## src/sv/tbcc_pkg.sv

```systemverilog
// Shared types and constants of the time-bin coverage classifier.
// Holds the item structs, configuration struct, command/status structs and codes.
// Depends on nothing.
`default_nettype none

package tbcc_pkg;

    // Widths fixed by the item and register formats
    localparam int TS_W       = 64;
    localparam int CONF_W     = 16;
    localparam int CONF_WIDTH = 16;   // confidence bits taken part in the threshold compare
    localparam int BIN_CNT_W  = 7;
    localparam int BIN_IDX_W  = 6;
    localparam int REM_W      = 6;
    localparam int TOL_W      = 63;
    localparam int CLASS_W    = 2;

    localparam int MAX_BINS_DEF = 64;

    // Bit-serial divider: one quotient bit per cycle
    localparam int DIV_STEPS = TS_W;
    localparam int DIV_CNT_W = $clog2(DIV_STEPS);

    // Register port
    localparam int APB_ADDR_W   = 6;
    localparam int APB_DATA_W   = 64;
    localparam int REG_ADDR_LSB = 3;
    localparam int REG_IDX_W    = APB_ADDR_W - REG_ADDR_LSB;

    typedef enum logic [REG_IDX_W-1:0] {
        REG_WINDOW_START   = 3'd0,
        REG_WINDOW_END     = 3'd1,
        REG_BIN_COUNT      = 3'd2,
        REG_GAP_TOLERANCE  = 3'd3,
        REG_CONF_THRESHOLD = 3'd4
    } t_reg_idx;

    localparam logic [TS_W-1:0]      RST_WINDOW_START   = 64'd0;
    localparam logic [TS_W-1:0]      RST_WINDOW_END     = 64'd1000000;
    localparam logic [BIN_CNT_W-1:0] RST_BIN_COUNT      = 7'd64;
    localparam logic [TOL_W-1:0]     RST_GAP_TOLERANCE  = 63'd100000;
    localparam logic [CONF_W-1:0]    RST_CONF_THRESHOLD = 16'd32768;

    // Bin classes
    localparam logic [CLASS_W-1:0] CLS_PRESENT  = 2'd0;
    localparam logic [CLASS_W-1:0] CLS_LOW_CONF = 2'd1;
    localparam logic [CLASS_W-1:0] CLS_GAP      = 2'd2;

    // Input opcodes
    localparam logic OP_SAMPLE   = 1'b0;
    localparam logic OP_END_LANE = 1'b1;

    typedef struct packed {
        logic              opcode;
        logic [TS_W-1:0]   timestamp;
        logic [CONF_W-1:0] confidence;
        logic              conf_valid;
    } t_in_item;

    typedef struct packed {
        logic [BIN_IDX_W-1:0] bin_index;
        logic [CLASS_W-1:0]   bin_class;
        logic                 run_last;
        logic                 lane_done;
    } t_out_item;

    typedef struct packed {
        logic [TS_W-1:0]      window_start;
        logic [TS_W-1:0]      window_end;
        logic [BIN_CNT_W-1:0] bin_count;
        logic [TOL_W-1:0]     gap_tolerance;
        logic [CONF_W-1:0]    conf_threshold;
    } t_cfg;

    // Controller to datapath
    typedef struct packed {
        logic div_load;
        logic div_step;
        logic lane_init;
        logic prime;
        logic take_item;
        logic close_emit;
        logic sample_finish;
        logic flush_emit;
    } t_cmd;

    // Datapath to controller
    typedef struct packed {
        logic close_now;
        logic more;
        logic bins_left;
        logic last_bin;
        logic out_free;
    } t_status;

endpackage

`default_nettype wire

```

## src/sv/tbcc_regs.sv

```systemverilog
// Configuration register file with APB-style access.
// Uses tbcc_pkg for the register map, reset values and t_cfg.
`default_nettype none

module tbcc_regs (
    input  wire                                 i_clk,
    input  wire                                 i_rst_n,
    input  wire                                 psel,
    input  wire                                 penable,
    input  wire                                 pwrite,
    input  wire  [tbcc_pkg::APB_ADDR_W-1:0]     paddr,
    input  wire  [tbcc_pkg::APB_DATA_W-1:0]     pwdata,
    output logic [tbcc_pkg::APB_DATA_W-1:0]     prdata,
    output logic                                pready,
    output tbcc_pkg::t_cfg                      o_cfg,
    output logic                                o_cfg_wr
);

    tbcc_pkg::t_cfg   r_cfg;
    tbcc_pkg::t_reg_idx reg_idx;
    logic             wr_beat;

    assign pready  = 1'b1;
    assign reg_idx = tbcc_pkg::t_reg_idx'(paddr[tbcc_pkg::APB_ADDR_W-1:tbcc_pkg::REG_ADDR_LSB]);
    assign wr_beat = psel && penable && pwrite;

    always_ff @(posedge i_clk) begin
        if (!i_rst_n) begin
            r_cfg.window_start   <= tbcc_pkg::RST_WINDOW_START;
            r_cfg.window_end     <= tbcc_pkg::RST_WINDOW_END;
            r_cfg.bin_count      <= tbcc_pkg::RST_BIN_COUNT;
            r_cfg.gap_tolerance  <= tbcc_pkg::RST_GAP_TOLERANCE;
            r_cfg.conf_threshold <= tbcc_pkg::RST_CONF_THRESHOLD;
        end else if (wr_beat) begin
            unique case (reg_idx)
                tbcc_pkg::REG_WINDOW_START:   r_cfg.window_start <= pwdata;
                tbcc_pkg::REG_WINDOW_END:     r_cfg.window_end   <= pwdata;
                tbcc_pkg::REG_BIN_COUNT:
                    r_cfg.bin_count <= pwdata[tbcc_pkg::BIN_CNT_W-1:0];
                tbcc_pkg::REG_GAP_TOLERANCE:
                    r_cfg.gap_tolerance <= pwdata[tbcc_pkg::TOL_W-1:0];
                tbcc_pkg::REG_CONF_THRESHOLD:
                    r_cfg.conf_threshold <= pwdata[tbcc_pkg::CONF_W-1:0];
                default: ;
            endcase
        end
    end

    // Restart the lane only on a write that hits a register
    always_comb begin
        o_cfg_wr = 1'b0;
        prdata   = '0;
        unique case (reg_idx)
            tbcc_pkg::REG_WINDOW_START: begin
                o_cfg_wr = wr_beat;
                prdata   = r_cfg.window_start;
            end
            tbcc_pkg::REG_WINDOW_END: begin
                o_cfg_wr = wr_beat;
                prdata   = r_cfg.window_end;
            end
            tbcc_pkg::REG_BIN_COUNT: begin
                o_cfg_wr = wr_beat;
                prdata   = tbcc_pkg::APB_DATA_W'(r_cfg.bin_count);
            end
            tbcc_pkg::REG_GAP_TOLERANCE: begin
                o_cfg_wr = wr_beat;
                prdata   = tbcc_pkg::APB_DATA_W'(r_cfg.gap_tolerance);
            end
            tbcc_pkg::REG_CONF_THRESHOLD: begin
                o_cfg_wr = wr_beat;
                prdata   = tbcc_pkg::APB_DATA_W'(r_cfg.conf_threshold);
            end
            default: ;
        endcase
    end

    assign o_cfg = r_cfg;

endmodule

`default_nettype wire

```

## src/sv/tbcc_ctrl.sv

```systemverilog
// Sequencer of the classifier: divider run, lane set-up, sample and end-of-lane handling.
// Uses tbcc_pkg for t_cmd, t_status and the opcodes.
`default_nettype none

module tbcc_ctrl (
    input  wire               i_clk,
    input  wire               i_rst_n,
    input  wire               i_cfg_wr,
    input  wire               i_in_valid,
    input  wire               i_in_opcode,
    input  tbcc_pkg::t_status i_status,
    output logic              o_in_stall,
    output tbcc_pkg::t_cmd    o_cmd
);

    typedef enum logic [6:0] {
        ST_DIV_LOAD  = 7'b0000001,
        ST_DIV_STEP  = 7'b0000010,
        ST_LANE_INIT = 7'b0000100,
        ST_PRIME     = 7'b0001000,
        ST_IDLE      = 7'b0010000,
        ST_CLOSE     = 7'b0100000,
        ST_FLUSH     = 7'b1000000
    } t_state;

    t_state                          r_state, n_state;
    logic [tbcc_pkg::DIV_CNT_W-1:0]  r_div_cnt, n_div_cnt;

    always_comb begin
        o_cmd     = '0;
        n_state   = r_state;
        n_div_cnt = r_div_cnt;
        unique case (r_state)
            ST_DIV_LOAD: begin
                o_cmd.div_load = 1'b1;
                n_div_cnt      = '0;
                n_state        = ST_DIV_STEP;
            end
            ST_DIV_STEP: begin
                o_cmd.div_step = 1'b1;
                n_div_cnt      = r_div_cnt + 1'b1;
                if (r_div_cnt == tbcc_pkg::DIV_CNT_W'(tbcc_pkg::DIV_STEPS - 1)) begin
                    n_state = ST_LANE_INIT;
                end
            end
            ST_LANE_INIT: begin
                o_cmd.lane_init = 1'b1;
                n_state         = ST_PRIME;
            end
            ST_PRIME: begin
                o_cmd.prime = 1'b1;
                n_state     = ST_IDLE;
            end
            ST_IDLE: begin
                if (i_in_valid) begin
                    o_cmd.take_item = 1'b1;
                    n_state = (i_in_opcode == tbcc_pkg::OP_END_LANE) ? ST_FLUSH : ST_CLOSE;
                end
            end
            ST_CLOSE: begin
                if (i_status.close_now) begin
                    if (i_status.out_free) begin
                        o_cmd.close_emit = 1'b1;
                        if (!i_status.more) begin
                            n_state = ST_IDLE;
                        end
                    end
                end else begin
                    o_cmd.sample_finish = 1'b1;
                    n_state             = ST_IDLE;
                end
            end
            ST_FLUSH: begin
                if (i_status.bins_left) begin
                    if (i_status.out_free) begin
                        o_cmd.flush_emit = 1'b1;
                        if (i_status.last_bin) begin
                            n_state = ST_LANE_INIT;
                        end
                    end
                end else begin
                    n_state = ST_LANE_INIT;
                end
            end
            default: n_state = ST_DIV_LOAD;
        endcase
        // A register write redoes the division and restarts the lane
        if (i_cfg_wr) begin
            n_state = ST_DIV_LOAD;
        end
    end

    always_ff @(posedge i_clk) begin
        if (!i_rst_n) begin
            r_state   <= ST_DIV_LOAD;
            r_div_cnt <= '0;
        end else begin
            r_state   <= n_state;
            r_div_cnt <= n_div_cnt;
        end
    end

    assign o_in_stall = (r_state != ST_IDLE);

    a_cfg_restarts: assert property (@(posedge i_clk) disable iff (!i_rst_n)
        i_cfg_wr |=> (r_state == ST_DIV_LOAD))
        else $error("register write did not restart the divider");

endmodule

`default_nettype wire

```

## src/sv/tbcc_dp.sv

```systemverilog
// Datapath of the classifier: divider, bin edge stepping, bin flags and output register.
// Uses tbcc_pkg for item, configuration, command and status types.
`default_nettype none

module tbcc_dp #(
    parameter int MAX_BINS = tbcc_pkg::MAX_BINS_DEF
) (
    input  wire                   i_clk,
    input  wire                   i_rst_n,
    input  tbcc_pkg::t_cfg        i_cfg,
    input  tbcc_pkg::t_cmd        i_cmd,
    input  tbcc_pkg::t_in_item    i_in_data,
    input  wire                   i_out_stall,
    output tbcc_pkg::t_status     o_status,
    output logic                  o_out_valid,
    output tbcc_pkg::t_out_item   o_out_data
);

    localparam int TS_W   = tbcc_pkg::TS_W;
    localparam int CNT_W  = tbcc_pkg::BIN_CNT_W;
    localparam int REM_W  = tbcc_pkg::REM_W;
    localparam logic [CNT_W-1:0] MAX_N = CNT_W'(MAX_BINS);

    // Held item
    logic [TS_W-1:0]            r_t;
    logic [tbcc_pkg::CONF_W-1:0] r_conf;
    logic                       r_conf_valid;

    // Lane state
    logic [CNT_W-1:0] r_cur, r_nbins;
    logic             r_has, r_low, r_have_prev, r_span_empty;
    logic [TS_W-1:0]  r_prev, r_bin_lo, r_nb, r_nb2;
    logic [REM_W-1:0] r_rem2;

    // Divider: quotient shifts into r_div_num, which then holds the bin width
    logic [TS_W-1:0]  r_div_num;
    logic [REM_W-1:0] r_div_rem;

    logic                    r_out_valid;
    tbcc_pkg::t_out_item     r_out_data, n_out;

    logic [CNT_W-1:0] cur_inc, n_nbins, rem_diff;
    logic [REM_W:0]   rem_sum, div_trial, div_diff;
    logic [REM_W-1:0] n_rem2;
    logic [TS_W-1:0]  nb2_adv, first_edge, dt;
    logic cur_in, nxt_in, last_bin, carry, div_qbit;
    logic t_ge_nb, t_ge_nb2, t_ge_lo, sample_low, gap_far, more, close_now, emit;

    assign cur_inc  = r_cur + 1'b1;
    assign cur_in   = (r_cur < r_nbins);
    assign nxt_in   = (cur_inc < r_nbins);
    assign last_bin = (cur_inc == r_nbins);

    assign t_ge_nb  = ($signed(r_t) >= $signed(r_nb));
    assign t_ge_nb2 = ($signed(r_t) >= $signed(r_nb2));
    assign t_ge_lo  = ($signed(r_t) >= $signed(r_bin_lo));

    assign sample_low = r_conf_valid &&
        (r_conf[tbcc_pkg::CONF_WIDTH-1:0] < i_cfg.conf_threshold[tbcc_pkg::CONF_WIDTH-1:0]);
    assign dt      = r_t - r_prev;
    assign gap_far = (dt > {1'b0, i_cfg.gap_tolerance});

    assign close_now = !r_span_empty && cur_in && t_ge_nb;
    assign more      = nxt_in && t_ge_nb2;

    // Edge stepping: width plus carried fraction of the remainder
    assign rem_sum  = {1'b0, r_rem2} + {1'b0, r_div_rem};
    assign carry    = (rem_sum >= r_nbins);
    assign rem_diff = rem_sum - r_nbins;
    assign n_rem2   = carry ? rem_diff[REM_W-1:0] : rem_sum[REM_W-1:0];
    assign nb2_adv  = r_nb2 + r_div_num + TS_W'(carry);
    assign first_edge = i_cfg.window_start + r_div_num;

    assign div_trial = {r_div_rem, r_div_num[TS_W-1]};
    assign div_qbit  = (div_trial >= r_nbins);
    assign div_diff  = div_trial - r_nbins;

    assign n_nbins = (i_cfg.bin_count == '0 || i_cfg.bin_count > MAX_N) ?
                     MAX_N : i_cfg.bin_count;

    assign emit = i_cmd.close_emit || i_cmd.flush_emit;

    always_comb begin
        n_out.bin_index = r_cur[tbcc_pkg::BIN_IDX_W-1:0];
        n_out.lane_done = last_bin;
        if (r_has) begin
            n_out.bin_class = r_low ? tbcc_pkg::CLS_LOW_CONF : tbcc_pkg::CLS_PRESENT;
        end else if (i_cmd.flush_emit || !r_have_prev || gap_far) begin
            n_out.bin_class = tbcc_pkg::CLS_GAP;
        end else begin
            n_out.bin_class = tbcc_pkg::CLS_PRESENT;
        end
        n_out.run_last = i_cmd.flush_emit ? last_bin : !more;
    end

    // Control state
    always_ff @(posedge i_clk) begin
        if (!i_rst_n) begin
            r_cur        <= '0;
            r_has        <= 1'b0;
            r_low        <= 1'b0;
            r_have_prev  <= 1'b0;
            r_span_empty <= 1'b1;
            r_nbins      <= MAX_N;
        end else begin
            priority if (i_cmd.div_load) begin
                r_span_empty <= !($signed(i_cfg.window_end) > $signed(i_cfg.window_start));
                r_nbins      <= n_nbins;
            end else if (i_cmd.lane_init) begin
                r_cur       <= '0;
                r_has       <= 1'b0;
                r_low       <= 1'b0;
                r_have_prev <= 1'b0;
            end else if (emit) begin
                r_cur <= cur_inc;
                if (i_cmd.close_emit && !more) begin
                    // Last bin this sample closes: mark the bin it lands in
                    r_has       <= nxt_in;
                    r_low       <= nxt_in && sample_low;
                    r_have_prev <= 1'b1;
                end else begin
                    r_has <= 1'b0;
                    r_low <= 1'b0;
                end
            end else if (i_cmd.sample_finish) begin
                if (!r_span_empty && cur_in && t_ge_lo) begin
                    r_has <= 1'b1;
                    if (sample_low) begin
                        r_low <= 1'b1;
                    end
                end
                r_have_prev <= 1'b1;
            end else begin
                r_cur <= r_cur;
            end
        end
    end

    // Payload
    always_ff @(posedge i_clk) begin
        if (i_cmd.take_item) begin
            r_t          <= i_in_data.timestamp;
            r_conf       <= i_in_data.confidence;
            r_conf_valid <= i_in_data.conf_valid;
        end
        if (i_cmd.div_load) begin
            r_div_num <= i_cfg.window_end - i_cfg.window_start;
            r_div_rem <= '0;
        end else if (i_cmd.div_step) begin
            r_div_num <= {r_div_num[TS_W-2:0], div_qbit};
            r_div_rem <= div_qbit ? div_diff[REM_W-1:0] : div_trial[REM_W-1:0];
        end
        if (i_cmd.lane_init) begin
            r_prev   <= '0;
            r_bin_lo <= i_cfg.window_start;
            r_nb     <= first_edge;
            r_nb2    <= first_edge;
            r_rem2   <= r_div_rem;
        end else if (i_cmd.prime) begin
            r_nb2  <= nb2_adv;
            r_rem2 <= n_rem2;
        end else if (emit) begin
            r_bin_lo <= r_nb;
            r_nb     <= r_nb2;
            r_nb2    <= nb2_adv;
            r_rem2   <= n_rem2;
            if (i_cmd.close_emit && !more) begin
                r_prev <= r_t;
            end
        end else if (i_cmd.sample_finish) begin
            r_prev <= r_t;
        end
        if (emit) begin
            r_out_data <= n_out;
        end
    end

    // Output register
    always_ff @(posedge i_clk) begin
        if (!i_rst_n) begin
            r_out_valid <= 1'b0;
        end else if (emit) begin
            r_out_valid <= 1'b1;
        end else if (!i_out_stall) begin
            r_out_valid <= 1'b0;
        end
    end

    assign o_out_valid        = r_out_valid;
    assign o_out_data         = r_out_data;
    assign o_status.close_now = close_now;
    assign o_status.more      = more;
    assign o_status.bins_left = cur_in;
    assign o_status.last_bin  = last_bin;
    assign o_status.out_free  = !r_out_valid || !i_out_stall;

    a_no_overwrite: assert property (@(posedge i_clk) disable iff (!i_rst_n)
        (r_out_valid && i_out_stall) |-> !emit)
        else $error("result loaded over a stalled beat");

    a_bin_in_lane: assert property (@(posedge i_clk) disable iff (!i_rst_n)
        emit |-> (r_cur < r_nbins))
        else $error("bin reported beyond the lane");

    a_done_is_last: assert property (@(posedge i_clk) disable iff (!i_rst_n)
        (emit && n_out.lane_done) |=> (o_out_valid && o_out_data.run_last))
        else $error("final bin of lane not flagged as last of its item");

endmodule

`default_nettype wire

```

## src/sv/time_bin_coverage_classifier_top.sv

```systemverilog
// Time-bin coverage classifier, top level; instantiates tbcc_regs, tbcc_ctrl, tbcc_dp.
// A sample item gives one result for each bin it closes; an end-of-lane item flushes the
// bins left. The next item is taken only once the current one is done.
// After reset and after every register write the block takes no item while
// the bit-serial divider works out the bin width (one quotient bit a cycle) and sets up the lane.
// Reset is synchronous, active low; it restores register defaults and clears the lane.
`default_nettype none

module time_bin_coverage_classifier_top #(
    parameter int MAX_BINS = tbcc_pkg::MAX_BINS_DEF
) (
    input  wire                              i_clk,
    input  wire                              i_rst_n,

    // Register port
    input  wire                              psel,
    input  wire                              penable,
    input  wire                              pwrite,
    input  wire  [tbcc_pkg::APB_ADDR_W-1:0]  paddr,
    input  wire  [tbcc_pkg::APB_DATA_W-1:0]  pwdata,
    output logic [tbcc_pkg::APB_DATA_W-1:0]  prdata,
    output logic                             pready,

    // Item channel
    input  wire                              i_in_valid,
    output logic                             o_in_stall,
    input  tbcc_pkg::t_in_item               i_in_data,

    // Result channel
    output logic                             o_out_valid,
    input  wire                              i_out_stall,
    output tbcc_pkg::t_out_item              o_out_data
);

    tbcc_pkg::t_cfg    cfg;
    tbcc_pkg::t_cmd    cmd;
    tbcc_pkg::t_status status;
    logic              cfg_wr;

    // Registers sit at byte address 8*i; a write to one of them restarts the lane
    tbcc_regs u_regs (
        .i_clk    (i_clk),
        .i_rst_n  (i_rst_n),
        .psel     (psel),
        .penable  (penable),
        .pwrite   (pwrite),
        .paddr    (paddr),
        .pwdata   (pwdata),
        .prdata   (prdata),
        .pready   (pready),
        .o_cfg    (cfg),
        .o_cfg_wr (cfg_wr)
    );

    // Sequencer: divide, set up lane, then one beat a cycle while bins close and the output is free
    tbcc_ctrl u_ctrl (
        .i_clk       (i_clk),
        .i_rst_n     (i_rst_n),
        .i_cfg_wr    (cfg_wr),
        .i_in_valid  (i_in_valid),
        .i_in_opcode (i_in_data.opcode),
        .i_status    (status),
        .o_in_stall  (o_in_stall),
        .o_cmd       (cmd)
    );

    // Datapath: exact integer bin edges, bin flags, output register
    tbcc_dp #(
        .MAX_BINS (MAX_BINS)
    ) u_dp (
        .i_clk       (i_clk),
        .i_rst_n     (i_rst_n),
        .i_cfg       (cfg),
        .i_cmd       (cmd),
        .i_in_data   (i_in_data),
        .i_out_stall (i_out_stall),
        .o_status    (status),
        .o_out_valid (o_out_valid),
        .o_out_data  (o_out_data)
    );

endmodule

`default_nettype wire
```

## config.mk

```make
export PLATFORM = sky130hd
export DESIGN_NAME = time_bin_coverage_classifier_top
export DESIGN_NICKNAME = d
export VERILOG_FILES = /design/src/sv/tbcc_pkg.sv /design/src/sv/tbcc_regs.sv /design/src/sv/tbcc_ctrl.sv /design/src/sv/tbcc_dp.sv /design/src/sv/time_bin_coverage_classifier_top.sv
export SDC_FILE = /design/constraint.sdc
export NUM_CORES = 2
export LEC_CHECK = 0
export CORE_MARGIN = 2
export CORE_UTILIZATION = 63
export CTS_BUF_LIST = sky130_fd_sc_hd__clkbuf_8 sky130_fd_sc_hd__clkbuf_16
export CTS_CLUSTER_DIAMETER = 150
export DETAILED_ROUTE_END_ITERATION = 8
export DONT_BUFFER_PORTS = 1
export GPL_TIMING_DRIVEN = 0
export HOLD_SLACK_MARGIN = 0.15
export PLACE_DENSITY = 0.79
export SETUP_SLACK_MARGIN = 0.15
export SLEW_MARGIN = 30
export SYNTH_ARGS = -nofsm -noshare
export SYNTH_HDL_FRONTEND = slang
export SYNTH_HIERARCHICAL = 1
export SYNTH_SLANG_ARGS = --single-unit
```

## constraint.sdc

```tcl
create_clock -name i_clk -period 17 [get_ports i_clk]
set_input_delay 2.55 -clock i_clk [delete_from_list [all_inputs] [get_ports i_clk]]
set_output_delay 2.55 -clock i_clk [all_outputs]
set_load 0.01 [all_outputs]
```

==> impl_results.md <==
- Longest Clk Path Bufs: 3
- Least-Margin Pin Slew: 1.12 ns
- Final WL: 177000 um
- CP arrival: 9.22 ns
- Syn_area_per_cell: 8.88 um^2
- Post-synthesis sequential area ratio: 0.340
- Worst-path clk slew: 0.06 ns
- Synthesized area: 49800 um^2
- CP endpoint kind: register
- Critical path type: register to register
- Final min period: 8.81 ns
- TritonCTS clock tree: done
- Crit path buf inv count: 2
- Clk Latency, worst-skew pair: 0.67 ns
- Cell taking the most area after synthesis: edfxtp_1
- Io pins: 236
- Total leakage power: 0.0232 uW
- Share of the synthesized area in the top cell type: 0.213
- Initial antenna violation count: 9
- DP HPWL: 138000 um
- # rows: 103
- Nets: 6429
- # DRC: 0
- Most frequent cell after synthesis: nand2_1
- Post-CTS Hold Fix Bufs: 0
- Vias in the first global route: 41.8k
- Commonest cells post-synth: 656 x nand2_1, 558 x ha_1, 517 x inv_1, 425 x a21oi_1, 353 x edfxtp_1
- Port bufs: 0
- Core footprint: 78600 um^2
- Post-route ant nets: 0
- Most frequent CP cell: a211oi_2
- RSZ-0062 raised after global routing: false
- Area growth, synth to finish: 9.15%
- Ys Warns: 6
- Hold Vio Cnt, Final: 0
- Maxcap violations: 0
- First-pass GRT wire length: 259000 um
- Layout Skew: 0.0350 ns
- EDFF count, synth: 353
- Syn nets: 6333
- CTS resizes: 0
- Total CTS buffers: 78
- CP Max Fanout: 6
- Peak Freq: 114 MHz
- Wire length per cell: 26.0 um
- Clock Sinks: 669
- WP data required: 17.42 ns
- DRT Pass-1 Iters: 6
- Setup violators final: 0
- Placer congestion estimate: 1.05
- Initial Utilization: 0.633
- Synth cell types: 107
- Buffers inserted by post-CTS timing repair: 0
- Tcrit/Tclk final: 0.518
- Via count: 44.2k
- Pwr/cell area: 94.7 nW/um^2
- Startpoint types: register
- Slowest cell on the critical path: a211oi_1
- Flops & latches, synth: 669
- Synth top area cells: edfxtp_1 21%, ha_1 14%, dfxtp_1 13%
- Layout cells sized above 1: 0.0688
- Clk root buf: clkbuf_16
- Async SR Flop Fraction: 0
- Status: finished clean
- Cell count after synthesis: 5608
- Critical-path cell list: ha_1 > nor2b_1 > o31a_1 > o31ai_1 > a211oi_2 > o211ai_1 > a21oi_2 > a211oi_1 > a21oi_1 > a31oi_1 > a21oi_1 > xor2_1 > ha_1 > nand3_1 > nor4_2 > buf_4 > nand2_1 > nor4_2 > buf_4 > a211oi_2 > o21ai_0 > a211oi_2 > a311oi_1 > a211o_1
- Top FF cell, synth: edfxtp_1
- GRT Util Overall: 0.423
- Slowest stage delay, CP: 0.96 ns
- Largest net degree at the start of global routing: 47
- Worst relative slew slack: 0.250
- HP Class: register to register
- Final core utilization: 0.691
- Max-slew violation count: 0
- Die Y: 285 um
- Die area: 81300 um^2
- Worst hold slack: 0.480 ns
- Initial DRC Count: 4819
- H-tree Lvls: 3
- Family with the most delay on the worst path: compound AO/OA/AOI/OAI gates
- Peak supply drop: 0.0913 mV
- Grt ovf: 0
- Vias/cell: 6.47
- Die W: 285 um
==> metal layers <==
| layer | global-route usage | part of all wire | vias up |
|---|---|---|---|
| li1 | - | - | 20300 |
| met1 | 0.549 | 0.39 | 20900 |
| met2 | 0.639 | 0.42 | 2467 |
| met3 | 0.118 | 0.12 | 509 |
| met4 | 0.228 | 0.064 | 10 |
| met5 | 0 | 0.00037 | - |
==> stage by stage <==
| stage | instances | power (uW) | setup WS [ns] | cell area (um^2) | TNS [ns] |
|---|---|---|---|---|---|
| after detailed placement | 6674 | 3330 | 8.91 | 51600 | 0 |
| final | 6826 | 5150 | 8.19 | 54300 | 0 |
| after global placement | 6658 | 3300 | -3.93 | 51100 | -499.08 |
| after global routing | 6820 | 5320 | 8.29 | 54300 | 0 |
| after CTS | 6820 | 5100 | 8.82 | 54300 | 0 |
| after floorplan | 5608 | 2950 | 4.22 | 49800 | 0 |
==> registers in the layout, summed over array words and instances, names as in the netlist, 6 cells and up <==
name              count
u_dp/r_prev          64
u_dp/r_rem2           6
u_dp/o_out_data      10
u_dp/r_div_rem        6
u_dp/r_div_num       64
u_dp/r_nb2           64
u_dp/r_t             64
u_regs/o_cfg        214
u_ctrl/r_state        7
u_dp/r_nb            64
u_ctrl/r_div_cnt      6
u_dp/r_conf          16
u_dp/r_nbins          7
u_dp/r_cur            7
u_dp/r_bin_lo        64
==> final timing paths <==
check	startpoint	to	depth (start not counted)	slack, ns
setup / recovery	u_dp/r_t[1]	u_dp/o_out_data[3]	24	8.19
hold / removal	u_regs/o_cfg[74]	u_regs/o_cfg[74]	2	0.48
setup reg to reg	u_dp/r_t[1]	u_dp/o_out_data[3]	24	8.19
hold reg to reg	u_regs/o_cfg[74]	u_regs/o_cfg[74]	2	0.48
==> report_power, final <==
group / internal [uW] / total, uW / switching (uW) / leakage [uW]
combinational: 537 / 1400 / 863 / 0.0160
sequential: 1850 / 1960 / 105 / 0.00581
clock: 1030 / 1790 / 762 / 0.00139
total: 3410 / 5150 / 1730 / 0.0232
==> cell usage in the layout (no fill, tap or decap), types with 31 or more instances in the layout <==
cell	synthesis	layout
buf_2	28	33
mux2_2	60	60
o21ai_0	346	344
a211oi_1	35	32
xnor2_1	145	145
inv_1	517	526
clkbuf_16	0	84
edfxtp_1	353	353
dfxtp_1	316	316
o21a_1	45	45
o21bai_1	53	53
and3_1	38	38
a21o_1	277	277
or2_2	55	54
nand4_1	107	107
clkbuf_1	165	153
nor2_1	261	261
xor2_1	104	104
nor3_1	47	47
nor2b_1	55	55
ha_1	558	558
a21oi_1	425	424
nand3_1	76	76
nand2b_1	46	46
and2_1	32	31
mux2i_1	337	337
nand2_1	656	656
o21ai_1	41	42
==> final cells by class <==
cell class                 instances  area [um^2]
timing repair buffer              16          378
buffer                           236         1110
tap                             1050         1310
inverter                         519         1950
sequential                       669        16900
multi-input combinational       4184        29900
fill                            6378        24300
clock buffer                      97         2280
antenna                            6         15.0
clock inverter                    49          467
==> cell families (layout without fill, tap and decap cells) <==
group                      count (synthesis)  after routing  synth area share
adders and majority gates                566            566             0.143
DFF                                      669            669             0.340
and+or+nand+nor                         1477           1477             0.140
xor gates and xnor gates                 249            249            0.0438
AOI/OAI and AO/OA                       1490           1490             0.189
other                                      1              7         0.0000753
muxes                                    401            401            0.0822
buffers and inverters                    755            917            0.0611
==> worst register-to-register path: stages, from the launching register on <==
cell and delay [ns]:
edfxtp_1 0.52, ha_1 0.33, nor2b_1 0.13, o31a_1 0.29, o31ai_1 0.71, a211oi_2 0.36, o211ai_1 0.72, a21oi_2 0.25
a211oi_1 0.97, a21oi_1 0.24, a31oi_1 0.23, a21oi_1 0.07, xor2_1 0.26, ha_1 0.31, nand3_1 0.17, nor4_2 0.09
buf_4 0.19, nand2_1 0.18, nor4_2 0.08, buf_4 0.18, a211oi_2 0.68, o21ai_0 0.25, a211oi_2 0.70, a311oi_1 0.29
a211o_1 0.35
(Power assumes the default switching activity.)
